--- src/rtl/pdrc_pkg.sv ---
`timescale 1ns / 1ps

package pdrc_pkg;

    // Parameter defaults
    localparam int FREQ_WIDTH_DEF = 32;

    // Configuration port
    localparam int IDX_W = 3;
    localparam int CFG_W = 28;

    localparam logic [IDX_W-1:0] IDX_LO_OFFSET     = 3'd0;
    localparam logic [IDX_W-1:0] IDX_REFCLK_HZ     = 3'd1;
    localparam logic [IDX_W-1:0] IDX_R_DIV         = 3'd2;
    localparam logic [IDX_W-1:0] IDX_PRESCALER_SEL = 3'd3;
    localparam logic [IDX_W-1:0] IDX_FREQ_MULT     = 3'd4;
    localparam logic [IDX_W-1:0] IDX_N_MODE_BITS   = 3'd5;
    localparam logic [IDX_W-1:0] IDX_POWER_DOWN    = 3'd6;

    // Register field widths
    localparam int OFFSET_W = 24;
    localparam int REFCLK_W = 28;
    localparam int RDIV_W   = 14;
    localparam int DEN_W    = 16;

    // Register reset values
    localparam logic [REFCLK_W-1:0] REFCLK_RST = 28'd64000000;
    localparam logic [RDIV_W-1:0]   RDIV_RST   = 14'd16;
    localparam logic [1:0]          PSEL_RST   = 2'd1;
    localparam logic [1:0]          MULT_RST   = 2'd1;

    // Prescaler codes
    localparam logic [1:0] PSEL_8  = 2'd0;
    localparam logic [1:0] PSEL_16 = 2'd1;

    // Counter widths: feedback count, B counter, A counter
    localparam int N_W   = 19;
    localparam int B_W   = 13;
    localparam int A_W   = 5;
    localparam int BF_W  = N_W - 3;
    localparam logic [BF_W-1:0] B_MAX = 16'd8191;

    // Latch words
    localparam int WORD_W = 24;
    localparam logic [WORD_W-1:0] R_CONST = 24'h340000;
    localparam logic [WORD_W-1:0] C_CONST = 24'h0FC924;
    localparam logic [WORD_W-1:0] R_ADDR  = 24'd1;
    localparam logic [WORD_W-1:0] N_ADDR  = 24'd2;

    // Request tag that travels down the divider rows
    typedef struct packed {
        logic           valid;
        logic           ok;
        logic           ovf;
        logic [B_W-1:0] b;
        logic [A_W-1:0] a;
    } tag_t;

endpackage

--- src/rtl/pdrc_div_cell.sv ---
`timescale 1ns / 1ps

module pdrc_div_cell #(
    parameter int NUM_W = 51,
    parameter int DIV_W = 29,
    parameter int QUO_W = 19,
    parameter int EXT_W = 51,
    parameter int BIT   = 0
) (
    input  logic                 clk,
    input  logic                 rst_n,
    input  pdrc_pkg::tag_t       tag_in,
    input  logic [NUM_W-1:0]     rem_in,
    input  logic [QUO_W-1:0]     quo_in,
    input  logic [DIV_W-1:0]     div,
    output pdrc_pkg::tag_t       tag_out,
    output logic [NUM_W-1:0]     rem_out,
    output logic [QUO_W-1:0]     quo_out
);

    pdrc_pkg::tag_t   tag_reg;
    logic [NUM_W-1:0] rem_reg, rem_next;
    logic [QUO_W-1:0] quo_reg, quo_next;
    logic [EXT_W-1:0] sh, rem_ext, diff;
    logic             ge;

    // Trial subtract of the divisor at this quotient bit
    always_comb
    begin
        sh       = EXT_W'(div) << BIT;
        rem_ext  = EXT_W'(rem_in);
        diff     = rem_ext - sh;
        ge       = rem_ext >= sh;
        rem_next = ge ? diff[NUM_W-1:0] : rem_in;
        quo_next = quo_in;
        quo_next[BIT] = ge;
    end

    // Hand the request to the next cell
    always_ff @(posedge clk or negedge rst_n)
    begin
        if (!rst_n)
        begin
            tag_reg <= '0;
        end
        else
        begin
            tag_reg <= tag_in;
        end
    end

    always_ff @(posedge clk)
    begin
        rem_reg <= rem_next;
        quo_reg <= quo_next;
    end

    assign tag_out = tag_reg;
    assign rem_out = rem_reg;
    assign quo_out = quo_reg;

endmodule

--- src/rtl/pdrc_div_chain.sv ---
`timescale 1ns / 1ps

module pdrc_div_chain #(
    parameter int NUM_W = 51,
    parameter int DIV_W = 29,
    parameter int QUO_W = 19
) (
    input  logic             clk,
    input  logic             rst_n,
    input  pdrc_pkg::tag_t   tag_in,
    input  logic [NUM_W-1:0] num_in,
    input  logic [DIV_W-1:0] div,
    output pdrc_pkg::tag_t   tag_out,
    output logic [QUO_W-1:0] quo_out
);

    localparam int EXT_W = (NUM_W > DIV_W + QUO_W) ? NUM_W : DIV_W + QUO_W;

    pdrc_pkg::tag_t   tag_entry;
    pdrc_pkg::tag_t   tag_c [QUO_W];
    logic [NUM_W-1:0] rem_c [QUO_W];
    logic [QUO_W-1:0] quo_c [QUO_W];

    // Flag a quotient that does not fit in QUO_W bits
    always_comb
    begin
        tag_entry     = tag_in;
        tag_entry.ovf = EXT_W'(num_in) >= (EXT_W'(div) << QUO_W);
    end

    // One cell per quotient bit, most significant first
    for (genvar i = 0; i < QUO_W; i++)
    begin : g_cell
        if (i == 0)
        begin : g_first
            pdrc_div_cell #(
                .NUM_W(NUM_W), .DIV_W(DIV_W), .QUO_W(QUO_W),
                .EXT_W(EXT_W), .BIT(QUO_W - 1)
            ) u_cell (
                .clk(clk), .rst_n(rst_n),
                .tag_in(tag_entry), .rem_in(num_in), .quo_in('0), .div(div),
                .tag_out(tag_c[i]), .rem_out(rem_c[i]), .quo_out(quo_c[i])
            );
        end
        else
        begin : g_next
            pdrc_div_cell #(
                .NUM_W(NUM_W), .DIV_W(DIV_W), .QUO_W(QUO_W),
                .EXT_W(EXT_W), .BIT(QUO_W - 1 - i)
            ) u_cell (
                .clk(clk), .rst_n(rst_n),
                .tag_in(tag_c[i-1]), .rem_in(rem_c[i-1]), .quo_in(quo_c[i-1]),
                .div(div),
                .tag_out(tag_c[i]), .rem_out(rem_c[i]), .quo_out(quo_c[i])
            );
        end
    end

    assign tag_out = tag_c[QUO_W-1];
    assign quo_out = quo_c[QUO_W-1];

endmodule

--- config.mk ---
export PLATFORM = sky130hd
export DESIGN_NAME = pdrc_div_chain
export DESIGN_NICKNAME = d
export VERILOG_FILES = /design/src/rtl/pdrc_pkg.sv /design/src/rtl/pdrc_div_cell.sv /design/src/rtl/pdrc_div_chain.sv
export SDC_FILE = /design/constraint.sdc
export NUM_CORES = 2
export LEC_CHECK = 0
export BUFFER_PORTS_ARGS = -buffer_cell sky130_fd_sc_hd__buf_2
export CORE_MARGIN = 2
export CORE_UTILIZATION = 36
export CTS_BUF_LIST = sky130_fd_sc_hd__clkbuf_8
export DETAILED_ROUTE_END_ITERATION = 16
export GPL_TIMING_DRIVEN = 0
export SETUP_SLACK_MARGIN = 0.1
export SYNTH_ARGS = -nofsm -noshare
export SYNTH_HDL_FRONTEND = slang
export SYNTH_SLANG_ARGS = --single-unit
export TNS_END_PERCENT = 5
--- constraint.sdc ---
create_clock -name clk -period 7 [get_ports clk]
set_input_delay 1.4 -clock clk [delete_from_list [all_inputs] [get_ports clk]]
set_output_delay 1.4 -clock clk [all_outputs]
set_load 0.005 [all_outputs]
# After elaboration in Yosys (flattened, before gate mapping)
# Index checks and enable logic that the tools add are counted.
[totals]
reg_bits = 1507
inputBits = 103
output_inout_bits = 40
word_cells = 188
[op_classes]
addsub = 18
order_cmp = 20
muxes = 18
[ops]
columns = ["cell", "count"]
rows = [
  ["two-way mux 51 bit", 18],
  ["greater-or-equal comparator 51 x 29 -> 1 bit", 1],
  ["greater-or-equal comparator 51 x 30 -> 1 bit", 1],
  ["greater-or-equal comparator 51 x 31 -> 1 bit", 1],
  ["greater-or-equal comparator 51 x 32 -> 1 bit", 1],
  ["greater-or-equal comparator 51 x 33 -> 1 bit", 1],
  ["greater-or-equal comparator 51 x 34 -> 1 bit", 1],
  ["greater-or-equal comparator 51 x 35 -> 1 bit", 1],
  ["greater-or-equal comparator 51 x 36 -> 1 bit", 1],
  ["greater-or-equal comparator 51 x 37 -> 1 bit", 1],
  ["greater-or-equal comparator 51 x 38 -> 1 bit", 1],
  ["greater-or-equal comparator 51 x 39 -> 1 bit", 1],
  ["greater-or-equal comparator 51 x 40 -> 1 bit", 1],
  ["greater-or-equal comparator 51 x 41 -> 1 bit", 1],
  ["greater-or-equal comparator 51 x 42 -> 1 bit", 1],
  ["greater-or-equal comparator 51 x 43 -> 1 bit", 1],
  ["greater-or-equal comparator 51 x 44 -> 1 bit", 1],
  ["greater-or-equal comparator 51 x 45 -> 1 bit", 1],
  ["greater-or-equal comparator 51 x 46 -> 1 bit", 1],
  ["greater-or-equal comparator 51 x 47 -> 1 bit", 1],
  ["greater-or-equal comparator 51 x 48 -> 1 bit", 1],
  ["subtractor 51 x 30 -> 51 bit", 1],
  ["subtractor 51 x 31 -> 51 bit", 1],
  ["subtractor 51 x 32 -> 51 bit", 1],
  ["other kinds (15)", 15],
]

# Logic depth before layout (Yosys ltp)
[depth]
ltp_word = 2
mapped_depth = 16
mapped_depth_nobuf = 15

# Hierarchy
# A second synthesis with hierarchy kept.
[hier_totals]
cells_unflattened = 9091
area_unflattened_um2 = 83859.2
[by_module_without_submodules]
columns = ["module", "instances", "cells_per_inst", "area_per_inst_um2", "seq_area_each_um2"]
rows = [
  ["pdrc_div_cell (g_cell[16].g_next.u_cell)", 1, 516, 4743.3, 1926.8],
  ["pdrc_div_cell (g_cell[13].g_next.u_cell)", 1, 504, 4628.2, 1926.8],
  ["pdrc_div_cell (g_cell[11].g_next.u_cell)", 1, 508, 4589.4, 1926.8],
  ["pdrc_div_cell (g_cell[18].g_next.u_cell)", 1, 515, 4555.6, 1926.8],
  ["pdrc_div_cell (g_cell[10].g_next.u_cell)", 1, 496, 4536.9, 1926.8],
  ["pdrc_div_cell (g_cell[17].g_next.u_cell)", 1, 505, 4520.6, 1926.8],
  ["pdrc_div_cell (g_cell[9].g_next.u_cell)", 1, 500, 4505.6, 1926.8],
  ["pdrc_div_cell (g_cell[14].g_next.u_cell)", 1, 484, 4486.8, 1926.8],
  ["pdrc_div_cell (g_cell[15].g_next.u_cell)", 1, 488, 4468.0, 1926.8],
  ["pdrc_div_cell (g_cell[12].g_next.u_cell)", 1, 500, 4434.3, 1926.8],
  ["pdrc_div_cell (g_cell[5].g_next.u_cell)", 1, 467, 4400.5, 1926.8],
  ["pdrc_div_cell (g_cell[4].g_next.u_cell)", 1, 473, 4307.9, 1926.8],
  ["pdrc_div_cell (g_cell[7].g_next.u_cell)", 1, 445, 4211.5, 1926.8],
  ["pdrc_div_cell (g_cell[8].g_next.u_cell)", 1, 460, 4201.5, 1926.8],
  ["+6 rows", "n/a", "n/a", "n/a", "n/a"],
]

# Least setup slack after synthesis
# No wires, ideal clock.
[synth_path]
path_type = "input to register"
start = "input port div[1]"
end = "register g_cell[8].g_next.u_cell.rem_reg[10]"
setup_time_ns = 0.072
t_arrival_ns = 5.060
t_required_ns = 6.928
slack_ns = 1.869
cell_stages = 12
n_path_buf = 2
cell_sequence = "inv_1 ha_1 nor2b_1 o31a_1 a41oi_1 a41oi_1 o21ai_0 o211ai_1 a211oi_1 clkbuf_1 clkbuf_1 mux2i_1"
[synth_via]
elab_chain_len = 2
[synth_rtl]
columns = ["item", "line", "text"]
rows = [
  ["from (decl)", "pdrc_div_chain.sv:12", "input logic [DIV_W-1:0] div,"],
  ["greater-or-equal comparator 51 x 39 -> 1 bit", "pdrc_div_cell.sv:33", "ge = rem_ext >= sh;"],
  ["two-way mux 51 bit", "pdrc_div_cell.sv:34", "rem_next = ge ? diff[NUM_W-1:0] : rem_in;"],
  ["net g_cell[8].g_next.u_cell.rem_next[10]", "pdrc_div_cell.sv:22", "logic [NUM_W-1:0] rem_reg, rem_next;"],
  ["to (signal assigned)", "pdrc_div_cell.sv:54", "rem_reg <= rem_next;"],
  ["to (decl)", "pdrc_div_cell.sv:22", ""],
]
# The timed path passes the listed nets, and every way through them passes these cells.

# Worst setup path in the final report
[layout_path]
start = "input port div[4]"
end = "register g_cell[14].g_next.u_cell.rem_reg[30]"
[layout_via]
elab_chain_len = 2
word_cells_on_any_way = 3
classes_between = "1 x add/sub; 1 x order compare; 1 x mux"
[layout_rtl]
columns = ["item", "line"]
rows = [
  ["subtractor 51 x 33 -> 51 bit / greater-or-equal comparator 51 x 33 -> 1 bit (equally long branches)", "pdrc_div_cell.sv:32, pdrc_div_cell.sv:33"],
  ["two-way mux 51 bit *", "pdrc_div_cell.sv:34"],
  ["net g_cell[14].g_next.u_cell.rem_next[30]", "pdrc_div_cell.sv:22"],
  ["to (signal assigned)", "pdrc_div_cell.sv:54"],
  ["to (decl)", "pdrc_div_cell.sv:22"],
]
# The timed path passes the listed nets; every way through them passes the cells marked *.

==> run summary <==
Dominant synthesized flop cell: sky130_fd_sc_hd__dfxtp_1. The total number of vias was 58,100. The run finished with clean final reports. In this run the number of H-tree levels came out at 5.

The tools report the count of hold buffers inserted by post-cts repair as 0. The number of nets in the synthesized netlist is 8,316. Of the total power, the clock network draws 22.9%.

Worst setup timing slack at the placement stage: -28.5 ps. Entering global routing, the biggest net connects 121 pins. Setup violations remaining at the end of the flow were counted as 0. The number of buffers created by CTS is 283. After detailed routing, the number of remaining DRC violations is 0.

For the via count of the first global-routing pass, the log shows 57,300. In this run the post-CTS setup repair buffer count came out at 0. The number of synthesized flops with an enable pin is 0, and the part of the total power dissipated in sequential elements is 33.8%.

The total overflow left after global routing is 0. The critical-path maximum fanout is 20. The tools report the count of nets left with antenna violations after detail routing as 0. The startpoint-to-endpoint class of the critical path is input pin to flop. The die covers 203,000 um2. 143 I/O pins were placed. The mean post-synth cell area is 9.43 um2, and the largest voltage drop on the vdd net is 213 uV. Measured on the finished design, the core utilization comes to 41.6%. Detailed placement finished with a half-perimeter wire length of 155 mm.

After clock tree synthesis, the clock-pin slew on the worst setup and hold paths is 60 ps. The mean routed wirelength per cell is 18.8 um, and the warning count from the yosys run is 0. For the sequential fraction of the synthesis area, the log shows 44.8%. TritonCTS built the clock tree. Clock skew on the completed layout was measured at 109 ps. The area growth from synthesis to final layout works out to 14.5%.

The logs give 0 ps for the final setup TNS and 0.167 GHz for the achievable frequency. Most common cell after layout, fill and taps aside: sky130_fd_sc_hd__dfxtp_1. The tools report the clock root buffer as sky130_fd_sc_hd__clkbuf_8.

The total number of nets in the final design was 8,762. The transition time at the pin with the least slew margin is 1450 ps. The post-synth design cell area was 71,800 um2; the post-route minimum period was 5980 ps. Number of iterations in the first detailed-routing pass: 8. Total power for the finished layout comes to 38.8 mW.

The die is 451 um wide. The number of distinct standard cells referenced by the synthesized netlist is 85. The cell area after layout is 82,200 um2. The total count of max-transition violations in the final report came out at 0. For the fraction of met2 tracks used by global routing, the log shows 32.1%. Clock tree synthesis found a total of 1,507 sinks. The kind of start point of the critical path was an input pin.

In this run the most used layer during global routing was met2. The source of the worst register-to-register timing path is g_cell[2].g_next.u_cell.rem_out[15]. The floorplan has 163 rows.

Global routing used 19.8% of the available tracks across all layers. The logs give 0 for the number of gates resized after CTS and 4 for the worst-case clock buffer depth. The internal power of the cells totals 23.4 mW.

The analysis attributes to net switching a power of 15.4 mW. The switching power as a share of total power is 39.6%, and the number of vias per cell is 5.33. The post-route netlist has 8.43% of its cells at a drive strength greater than 1. The count of buffers inserted at the top-level ports is 141. STA puts the critical path data arrival time at 6810 ps. Global routing consumed, on the met3 layer, 4.32% of the routing resources. Wires add up to 205 mm. Height of the die: 451 um. In the layout the commonest cells are 1,108 x sky130_fd_sc_hd__dfxtp_1, 703 x sky130_fd_sc_hd__nand2_1, 670 x sky130_fd_sc_hd__o21ai_0. Combinational cells account for 43.3% of the total power. Across all setup checks in the final design, the least slack found is 1020 ps.

The critical path capture point type is a flop. Summed over all cells, the static leakage comes to 35.0 nW. Routability-driven placement finished with a final weighted congestion of 0.926.

The initial utilization of the core area, before any placement, comes to 36.3%. The latest clock arrival within the worst-skew pair was 1030 ps; the critical path data required time was 7820 ps. For the number of antenna violations at the first check in global routing, the log shows 6. The final count of hold timing violations is 0, and the placement-stage cell area is 76,300 um2.

Across the run, the number of max-cap violations was 0. The share of synthesized flip-flops with an asynchronous set or reset was 26.5%. Tracing the worst setup path back leads to its startpoint at div[4].

The run gives 3.11% as the remaining max-slew budget at the tightest pin. Setup repair after global routing left no endpoint under its margin. The first routing iteration left 4,225 violations. After floorplanning, the core was sized to cover 198,000 um2.

The worst hold path startpoint was g_cell[10].g_next.u_cell.rem_out[0]. Met1 demand-to-capacity share in global routing: 25.6%. The first-pass GRT wire length is 320 mm, and the final cycle utilization of the critical path is 85.5%.

The total power density per cell area is 471 nW/um2. The min-delay analysis places its worst path in the category flop to flop. The synthesized design contains 1,507 register bits. Synthesis handed over a netlist of 7,615 instances.
## per-layer routing
| layer | routed length (um) | vias to the layer above |
|---|---|---|
| met5 | 0 | - |
| met4 | 7280 | 0 |
| met3 | 12200 | 454 |
| met2 | 94300 | 1643 |
| met1 | 91700 | 27700 |
| li1 | - | 28300 |
## metrics by stage
step                      hold slack, ps  instances
after floorplan                      310       7615
after global placement               310      10400
after detailed placement             312      10400
after CTS                            283      10900
after global routing                 288      10900
final                                285      10900
## registers in the layout, indices dropped and copies added, names as in the netlist
signal	flops
g_cell.g_next.u_cell.tag_out	378
g_cell.g_first.u_cell.quo_out	1
g_cell.g_next.u_cell.rem_out	867
g_cell.g_first.u_cell.rem_out	51
g_cell.g_next.u_cell.quo_out	189
g_cell.g_first.u_cell.tag_out	21
## power by group through the flow
| stage | Clock, mW | Sequential, mW | Combinational [mW] |
|---|---|---|---|
| after floorplan | 0 | 12.4 | 12.8 |
| after global placement | 0 | 13.3 | 16.3 |
| after detailed placement | 0 | 13.3 | 16.5 |
| after CTS | 9.21 | 13.1 | 16.6 |
| after global routing | 9.61 | 13.3 | 18.8 |
| final | 8.86 | 13.1 | 16.8 |
## path summary, 6_finish.rpt
path | depth (start not counted) | to | slack [ps]
worst min-delay path | 0 | g_cell[11].g_next.u_cell.rem_out[0] | 290
worst max register to register | 13 | g_cell[3].g_next.u_cell.rem_out[41] | 2050
worst max-delay path | 13 | g_cell[14].g_next.u_cell.rem_out[30] | 1020
max in group asynchronous | 4 | g_cell[9].g_next.u_cell.tag_out[18] | 4580
min in group asynchronous | 1 | g_cell[18].g_next.u_cell.tag_out[4] | 470
worst min register to register | 0 | g_cell[11].g_next.u_cell.rem_out[0] | 290
## synthesized netlist by cell type, types with 44 or more instances
cell type / number / area [um2]
sky130_fd_sc_hd__a21oi_1: 617 / 3090
sky130_fd_sc_hd__and3_1: 57 / 357
sky130_fd_sc_hd__o31ai_1: 54 / 405
sky130_fd_sc_hd__nor2b_1: 77 / 482
sky130_fd_sc_hd__a211oi_1: 63 / 473
sky130_fd_sc_hd__o21bai_1: 62 / 465
sky130_fd_sc_hd__nand3_1: 157 / 786
sky130_fd_sc_hd__nor3_1: 150 / 751
sky130_fd_sc_hd__or3_1: 50 / 313
sky130_fd_sc_hd__xor2_1: 333 / 2920
sky130_fd_sc_hd__nand4_1: 136 / 851
sky130_fd_sc_hd__dfrtp_1: 399 / 9980
sky130_fd_sc_hd__nand2b_1: 102 / 638
sky130_fd_sc_hd__dfxtp_1: 1108 / 22200
sky130_fd_sc_hd__xnor2_1: 327 / 2860
sky130_fd_sc_hd__o21ai_0: 670 / 3350
sky130_fd_sc_hd__inv_1: 211 / 792
sky130_fd_sc_hd__clkbuf_1: 218 / 818
sky130_fd_sc_hd__o21a_1: 70 / 526
sky130_fd_sc_hd__nand2_1: 703 / 2640
sky130_fd_sc_hd__ha_1: 580 / 7260
sky130_fd_sc_hd__nor4_1: 113 / 707
sky130_fd_sc_hd__a31oi_1: 44 / 275
sky130_fd_sc_hd__nor2_1: 434 / 1630
sky130_fd_sc_hd__a21o_1: 330 / 2480
## critical path, cell delays in order
cell and delay (ps):
sky130_fd_sc_hd__buf_2 90, sky130_fd_sc_hd__inv_1 960, sky130_fd_sc_hd__ha_1 460, sky130_fd_sc_hd__a21oi_1 240, sky130_fd_sc_hd__nand2_1 70, sky130_fd_sc_hd__nor2_1 130, sky130_fd_sc_hd__o21ai_0 240, sky130_fd_sc_hd__o21ai_0 500
sky130_fd_sc_hd__a21oi_1 320, sky130_fd_sc_hd__a211oi_1 860, sky130_fd_sc_hd__clkbuf_1 660, sky130_fd_sc_hd__clkbuf_1 600, sky130_fd_sc_hd__o21ai_0 240
## kinds of logic after synthesis
group / after synthesis / share of synthesized area (%)
AOI/OAI and AO/OA: 2171 / 18.6
xor gates and xnor gates: 660 / 8.05
adders and majority gates: 598 / 10.6
buffers and inverters: 451 / 2.37
DFF: 1507 / 44.8
muxes: 40 / 0.615
and+or+nand+nor: 2188 / 15.0
## final cells by class
type / count / area (um2)
clock inverter: 139 / 1190
clock buffer: 342 / 4710
multi-input combinational: 5657 / 37900
tap: 2640 / 3300
inverter: 213 / 800
fill: 19500 / 116000
antenna: 11 / 27.5
timing repair buffer: 161 / 1190
buffer: 238 / 901
sequential: 1507 / 32200
(Power assumes the default switching activity.)
